--- src/ros_pkg.sv ---
`timescale 1ns / 1ps
// ----------------------------------------------------------------------------
// ros_pkg
// Shared types and constants for the room separation block.
// ----------------------------------------------------------------------------
package ros_pkg;

  localparam int unsigned CoordW = 24;
  localparam int unsigned SizeW  = 16;
  localparam int unsigned IdxW   = 6;
  localparam int unsigned IterW  = 10;
  localparam int unsigned PadW   = 16;
  localparam int unsigned MultW  = 12;
  localparam int unsigned AreaW  = 32;
  localparam int unsigned SumW   = 38;
  localparam int unsigned CfgAddrW = 2;
  localparam int unsigned CfgDataW = 16;

  localparam logic [CfgAddrW-1:0] RegMaxIter = 2'd0;
  localparam logic [CfgAddrW-1:0] RegPadding = 2'd1;
  localparam logic [CfgAddrW-1:0] RegMainMul = 2'd2;

  typedef struct packed {
    logic signed [CoordW-1:0] center_x;
    logic signed [CoordW-1:0] center_y;
    logic [SizeW-1:0]         size_x;
    logic [SizeW-1:0]         size_y;
    logic                     last_room;
  } in_beat_t;

  typedef struct packed {
    logic [IdxW-1:0]          room_index;
    logic signed [CoordW-1:0] new_center_x;
    logic signed [CoordW-1:0] new_center_y;
    logic                     is_main;
    logic                     last_result;
  } out_beat_t;

  typedef enum logic [3:0] {
    ST_LOAD,
    ST_RD_I,
    ST_RD_J,
    ST_PAIR,
    ST_WR_I,
    ST_WR_J,
    ST_NEXT,
    ST_OUT_RD,
    ST_OUT_CMP,
    ST_OUT_EMIT
  } state_e;

  // Controller to datapath.
  typedef struct packed {
    logic            load;
    logic            rd_i;
    logic            rd_j;
    logic            pair;
    logic            wr_i;
    logic            wr_j;
    logic            out_rd;
    logic            out_cmp;
    logic            clear;
    logic [IdxW-1:0] idx_i;
    logic [IdxW-1:0] idx_j;
  } dp_cmd_t;

  // Datapath to controller.
  typedef struct packed {
    logic       hit;
    logic [6:0] count;
  } dp_sts_t;

endpackage

--- src/ros_ctrl.sv ---
`timescale 1ns / 1ps
// ----------------------------------------------------------------------------
// ros_ctrl
// Sequencer for loading, relaxation passes and result emission.
// ----------------------------------------------------------------------------
module ros_ctrl (
  input  logic                        clk_i,
  input  logic                        rst_ni,
  input  logic                        in_valid_i,
  input  logic                        in_last_i,
  output logic                        in_ready_o,
  output logic                        out_valid_o,
  input  logic                        out_ready_i,
  output logic                        out_last_o,
  output logic [ros_pkg::IdxW-1:0]    out_idx_o,
  input  logic [ros_pkg::IterW-1:0]   max_iter_i,
  output ros_pkg::dp_cmd_t            cmd_o,
  input  ros_pkg::dp_sts_t            sts_i
);
  ros_pkg::state_e state_q, state_d;
  logic [ros_pkg::IdxW-1:0]  i_q, i_d, j_q, j_d;
  logic [ros_pkg::IterW-1:0] it_q, it_d;
  logic [6:0] n;
  logic       last_i, last_j;

  assign n      = sts_i.count;
  assign last_j = 7'(j_q) + 7'd1 >= n;
  assign last_i = 7'(i_q) + 7'd2 >= n;

  always_comb begin
    state_d = state_q;
    i_d = i_q;
    j_d = j_q;
    it_d = it_q;
    unique case (state_q)
      ros_pkg::ST_LOAD: begin
        if (in_valid_i && in_last_i) begin
          i_d = '0;
          j_d = ros_pkg::IdxW'(1);
          it_d = '0;
          state_d = ros_pkg::ST_NEXT;
        end
      end
      ros_pkg::ST_NEXT: begin
        // Start of a pass: decide whether another one runs.
        if (n < 7'd2 || it_q >= max_iter_i || (it_q != '0 && !sts_i.hit)) begin
          i_d = '0;
          state_d = (n == '0) ? ros_pkg::ST_LOAD : ros_pkg::ST_OUT_RD;
        end else begin
          i_d = '0;
          j_d = ros_pkg::IdxW'(1);
          state_d = ros_pkg::ST_RD_I;
        end
      end
      ros_pkg::ST_RD_I: state_d = ros_pkg::ST_RD_J;
      ros_pkg::ST_RD_J: state_d = ros_pkg::ST_PAIR;
      ros_pkg::ST_PAIR: state_d = ros_pkg::ST_WR_I;
      ros_pkg::ST_WR_I: state_d = ros_pkg::ST_WR_J;
      ros_pkg::ST_WR_J: begin
        state_d = ros_pkg::ST_RD_I;
        if (!last_j) begin
          j_d = j_q + 1'b1;
        end else if (!last_i) begin
          i_d = i_q + 1'b1;
          j_d = i_q + ros_pkg::IdxW'(2);
        end else begin
          it_d = it_q + 1'b1;
          state_d = ros_pkg::ST_NEXT;
        end
      end
      ros_pkg::ST_OUT_RD: state_d = ros_pkg::ST_OUT_CMP;
      ros_pkg::ST_OUT_CMP: state_d = ros_pkg::ST_OUT_EMIT;
      ros_pkg::ST_OUT_EMIT: begin
        if (out_ready_i) begin
          if (7'(i_q) + 7'd1 >= n) begin
            state_d = ros_pkg::ST_LOAD;
          end else begin
            i_d = i_q + 1'b1;
            state_d = ros_pkg::ST_OUT_RD;
          end
        end
      end
      default: state_d = ros_pkg::ST_LOAD;
    endcase
  end

  always_comb begin
    cmd_o = '0;
    cmd_o.idx_i = i_q;
    cmd_o.idx_j = j_q;
    in_ready_o  = state_q == ros_pkg::ST_LOAD;
    out_valid_o = state_q == ros_pkg::ST_OUT_EMIT;
    out_last_o  = 7'(i_q) + 7'd1 >= n;
    out_idx_o   = i_q;
    unique case (state_q)
      ros_pkg::ST_LOAD:  cmd_o.load = in_valid_i;
      // The start of a pass clears the overlap flag (idx_i and idx_j zero here).
      // Index zero is also the read address for the first result.
      ros_pkg::ST_NEXT:  begin
        cmd_o.rd_i  = 1'b1;
        cmd_o.idx_i = '0;
        cmd_o.idx_j = '0;
      end
      ros_pkg::ST_RD_I:  cmd_o.rd_i = 1'b0;
      ros_pkg::ST_RD_J:  cmd_o.rd_j = 1'b1;
      ros_pkg::ST_PAIR:  cmd_o.pair = 1'b1;
      ros_pkg::ST_WR_I:  cmd_o.wr_i = 1'b1;
      ros_pkg::ST_WR_J:  cmd_o.wr_j = 1'b1;
      ros_pkg::ST_OUT_RD:  cmd_o.out_rd = 1'b1;
      ros_pkg::ST_OUT_CMP: cmd_o.out_cmp = 1'b1;
      // The next room's read is issued while the current beat leaves.
      ros_pkg::ST_OUT_EMIT: begin
        cmd_o.idx_i = i_d;
        cmd_o.clear = out_ready_i && out_last_o;
      end
      default: cmd_o = '0;
    endcase
  end

  always_ff @(posedge clk_i or negedge rst_ni) begin
    if (!rst_ni) begin
      state_q <= ros_pkg::ST_LOAD;
      i_q <= '0;
      j_q <= '0;
      it_q <= '0;
    end else begin
      state_q <= state_d;
      i_q <= i_d;
      j_q <= j_d;
      it_q <= it_d;
    end
  end

  ap_order: assert property (@(posedge clk_i) disable iff (!rst_ni)
    state_q == ros_pkg::ST_PAIR |-> i_q < j_q) else $error("pair order broken");
  ap_emit_hold: assert property (@(posedge clk_i) disable iff (!rst_ni)
    out_valid_o && !out_ready_i |=> out_valid_o && $stable(i_q)) else $error("result dropped");
  ap_noload: assert property (@(posedge clk_i) disable iff (!rst_ni)
    in_ready_o |-> !out_valid_o) else $error("load during emit");
endmodule

--- config.mk ---
export PLATFORM = sky130hd
export DESIGN_NAME = ros_ctrl
export DESIGN_NICKNAME = d
export VERILOG_FILES = /design/src/ros_pkg.sv /design/src/ros_ctrl.sv
export SDC_FILE = /design/constraint.sdc
export NUM_CORES = 1
export LEC_CHECK = 0
export BUFFER_PORTS_ARGS = -buffer_cell sky130_fd_sc_hd__buf_2
export CORE_MARGIN = 2
export CORE_UTILIZATION = 60
export DETAILED_ROUTE_END_ITERATION = 10
export PLACE_DENSITY_LB_ADDON = 0.1
export SLEW_MARGIN = 30
export SYNTH_ARGS = -nofsm -noshare
export SYNTH_HDL_FRONTEND = slang
export SYNTH_SLANG_ARGS = --single-unit
--- constraint.sdc ---
create_clock -name clk_i -period 5.5 [get_ports clk_i]
set_input_delay 1.1 -clock clk_i [delete_from_list [all_inputs] [get_ports clk_i]]
set_output_delay 1.1 -clock clk_i [all_outputs]
set_load 0.005 [all_outputs]
---- After elaboration in Yosys (flattened, before gate mapping) ----
Cells that the tools add are included.
Widths: inputs -> output; s select.
storage, ports and cells
  flip-flop bits (word level) ............. 26
  bits of input ports ..................... 23
  output and inout port bits .............. 30
operators by class
  add/sub/neg operators ................... 7
  order comparisons ....................... 5
  equal/unequal tests ..................... 15
  muxes and demuxes ....................... 34
  reduce and logical (&&, ||, !) cells .... 16
operators by type and width
  operator               count
  $mux 6                 10
  $pmux 4 s10            1
  $mux 10                3
  $pmux 6 s4             1
  $ge 7x7->1             3
  $pmux 10 s2            1
  $pmux 6 s3             1
  $eq 4x3->1 const B     4
  $mux 3                 5
  $add 6x1->7 const B    2
  $add 6x1->6 const B    2
  $pmux 6 s2             1
  $add 10x1->10 const B  1
  $ge 10x10->1           1
  $reduce_bool 10->1     1
  $mux 1                 9
  $reduce_or 9->1        1
  $eq 4x2->1 const B     2
  $eq 4x4->1 const B     2
  $mux 4                 2
  $reduce_and 4->1       2
  $reduce_or 8->1        1
  $add 6x2->7 const B    1
  $logic_not 7->1        1
  13 further kinds       19

---- Depth between registers and ports, before layout ----
  depth after elaboration ................. 6
  mapped depth ............................ 12
  gate-level depth less buffers ........... 12

---- Worst setup path after synthesis ----
OpenSTA, ideal clock, no wires.
  kind .................................... input to output
  start ................................... in sts_i[4] (netlist name)
  end ..................................... out cmd_o[6] (netlist name)
  arrival ................................. 2.681 ns
  data required time ...................... 4.400 ns
  slack ................................... 1.719 ns
  stages .................................. 9
  cells stage by stage .................... inv_1 ha_1 a211oi_1 nor2_1 nor3_2 inv_1 nor2_1 o21ai_0 a32o_1
RTL lines
  what                line            RTL
  start: declaration  ros_ctrl.sv:18  input ros_pkg::dp_sts_t sts_i
  end: declaration    ros_ctrl.sv:17  output ros_pkg::dp_cmd_t cmd_o,

==> results.yml <==
run_status:
  outcome: "completed"
logic_synthesis:
  ys.flop_type: "dfrtp_1"
  yosys.area.top_type: "dfrtp_1"
  yosysSeqAreaShare_pct: 24.4
  synthTopCellsByArea: "dfrtp_1, ha_1, inv_1, o21ai_0, a21oi_1"
  ys_ff_latch: 26
  synth_cells: 332
  synth_fp_nets: 391
  syn-cell-area_um2: 2660
  syn_avg_cell_area_um2: 8.02
  synth.distinct_cells: 60
  synthTopCellsByCount: "inv_1, ha_1, dfrtp_1, nand2_1"
  async_reset_ff_share_pct: 100
  yosysWarnings: 0
  yosysMostFrequentCell: "inv_1"
  synth-edff-count: 0
  synth_top_area_share_pct: 24.4
setup_path:
  cp.required_ps: 4400
  cp_max_fo: 8
  cp_data_arrival_time_ps: 3420
  critPathCaptureType: "output port"
  crit_type: "flip-flop to output port"
  cp-start-kind: "flip-flop"
  regToRegSetupSlack_ps: 2210
placement:
  hpwl_um: 5210
  io_buffers: 52
  placedCellCount: 424
  gp_routability_congestion: 0.864
cts:
  cts_tree: "yes"
  htreeDepth: 1
  clk_latency_ps: 280
  post-cts-setup-buffers: 0
  cts.hold.buffers_added: 0
  numClockSinks: 26
  cts_buffer_depth: 2
  cts_inserted_buffers: 3
  clk_pin_slew_worst_paths_ps: 100
  cts.root.buffer_cell: "clkbuf_8"
  ctsResizeCount: 0
grt:
  grt_pass1_wl_um: 11500
  grt_max_degree: 27
  antenna_found_initial: 0
  grtUsageTotal_pct: 28.0
  grt_pass1_vias: 2436
  grt_overflow: 0
timing:
  fmax_mhz: 221
  rsz0062_at_grt: "no"
  fin_crit_sh_pct: 82.2
  finalHoldViolations: 0
  skew_ps: 2.37
  fin_crit_ps: 4520
  tns_ps: 0
  drv_slew: 0
  slew-limit-headroom_pct: 51.6
  setup-violations-final: 0
  tightestPinTransition_ps: 719
floorplan:
  die_y_um: 70.6
  core-area_um2: 4320
  rows: 24
  die_area_um2: 4990
  ioPinCount: 53
  start_util_pct: 61.6
  fp.dieW_um: 70.6
final_layout:
  nets: 436
  regArea_um2: 651
  layoutNonFillerInstCount: 428
  multi_input_area_um2: 1810
  syn2layout_area_growth_pct: 12.7
  drive_above_1_share_pct: 18.9
  antenna_cells: 0
  fillers: 375
flow_run:
  maxCapViolations: 0
routing:
  final_antenna_net_count: 0
  vias_per_cell: 6.14
  wl_met3_um: 347
  drc: 0
  drt_pass1_iterations: 5
  drt-met1-wl_um: 3230
  routed_wl_um: 6730
  drt_iter0_drc: 158
  wire_per_inst_um: 15.7
  dr.max_layer_used: "met4"
  met2WireLength_um: 3110
  vias: 2629
power:
  p_total_mw: 0.895
  p_leak_nw: 1.52
  vdd_drop_max_uv: 260
  powerDensity_nw_per_um2: 298
hold_path:
  hp-class: "flip-flop to flip-flop"
-- registers in the layout (all words and copies together), names as in the netlist --
| name | cells |
|---|---|
| j_q | 6 |
| out_idx_o | 6 |
| it_q | 10 |
| state_q | 4 |
-- layout by cell type (no fill, tap or decap), types with 8 or more instances in the layout --
cell	instances
o21ai_0	20
buf_2	52
xnor2_1	8
inv_1	38
ha_1	36
dfrtp_1	26
a21oi_1	19
nand2_1	25
nor2_1	20
o31ai_1	8
nand3_1	17
nor3_1	9
-- cell families after synthesis --
| family | after synthesis | share of synthesized area (%) |
|---|---|---|
| compound gates | 88 | 22.4 |
| xor+xnor | 11 | 3.62 |
| fa+ha+maj | 36 | 16.9 |
| buf+inv | 51 | 7.75 |
| flops | 26 | 24.4 |
| mux | 5 | 1.97 |
| simple gates | 115 | 23.0 |
-- worst max-delay path, stage by stage (launching register included) --
cell and delay (ps):
dfrtp_1 500, ha_1 300, nand3_1 140, xnor2_1 240
inv_1 70, ha_1 300, a211oi_1 250, nor2_1 90
nor3_2 440, inv_1 200, nor2_1 130, o21ai_0 80
a32o_1 280, buf_2 120
-- power by group --
| group | leakage, nW | internal [mW] | total, mW | switching [mW] |
|---|---|---|---|---|
| registers | 0.353 | 0.219 | 0.296 | 0.0772 |
| clock network | 0.0357 | 0.0976 | 0.166 | 0.0686 |
| logic | 1.13 | 0.182 | 0.433 | 0.251 |
-- cell type report --
cell class | count | area share, %
flip-flops and latches | 26 | 21.7
repair buffers | 52 | 8.67
clock buffers | 3 | 1.38
inverters | 39 | 4.92
clock inverters | 1 | 1.00
well taps | 52 | 2.17
multi-input cells | 255 | 60.2
-- per-stage QoR --
step / cell area [um^2] / hold WS, ps / util (%) / setup WS (ps)
3_3_place_gp: 2930 / 530 / 67.8 / 1380
2_1_floorplan: 2660 / 508 / - / 1720
3_5_place_dp: 2930 / 559 / 67.8 / 1270
4_1_cts: 3000 / 572 / 69.4 / 1000
6_report: 3000 / 578 / 69.4 / 979
5_1_grt: 3000 / 599 / 69.4 / 679
-- metal layers --
metal,vias to the layer above,global-route usage [%]
met1,1221,40.3
met2,94,46.8
met5,-,0
li1,1305,-
met3,9,2.99
met4,0,4.61
-- path summary, 6_finish.rpt --
| kind | depth (start not counted) | startpoint | end |
|---|---|---|---|
| worst min-delay path | 2 | j_q[5] | j_q[5] |
| worst max register to register | 10 | out_idx_o[2] | it_q[7] |
| max in group asynchronous | 1 | rst_ni | state_q[1] |
| min in group asynchronous | 1 | rst_ni | j_q[5] |
| worst max-delay path | 13 | out_idx_o[0] | cmd_o[6] |
| worst min register to register | 2 | j_q[5] | j_q[5] |
Power figures use the tool's default switching activity.
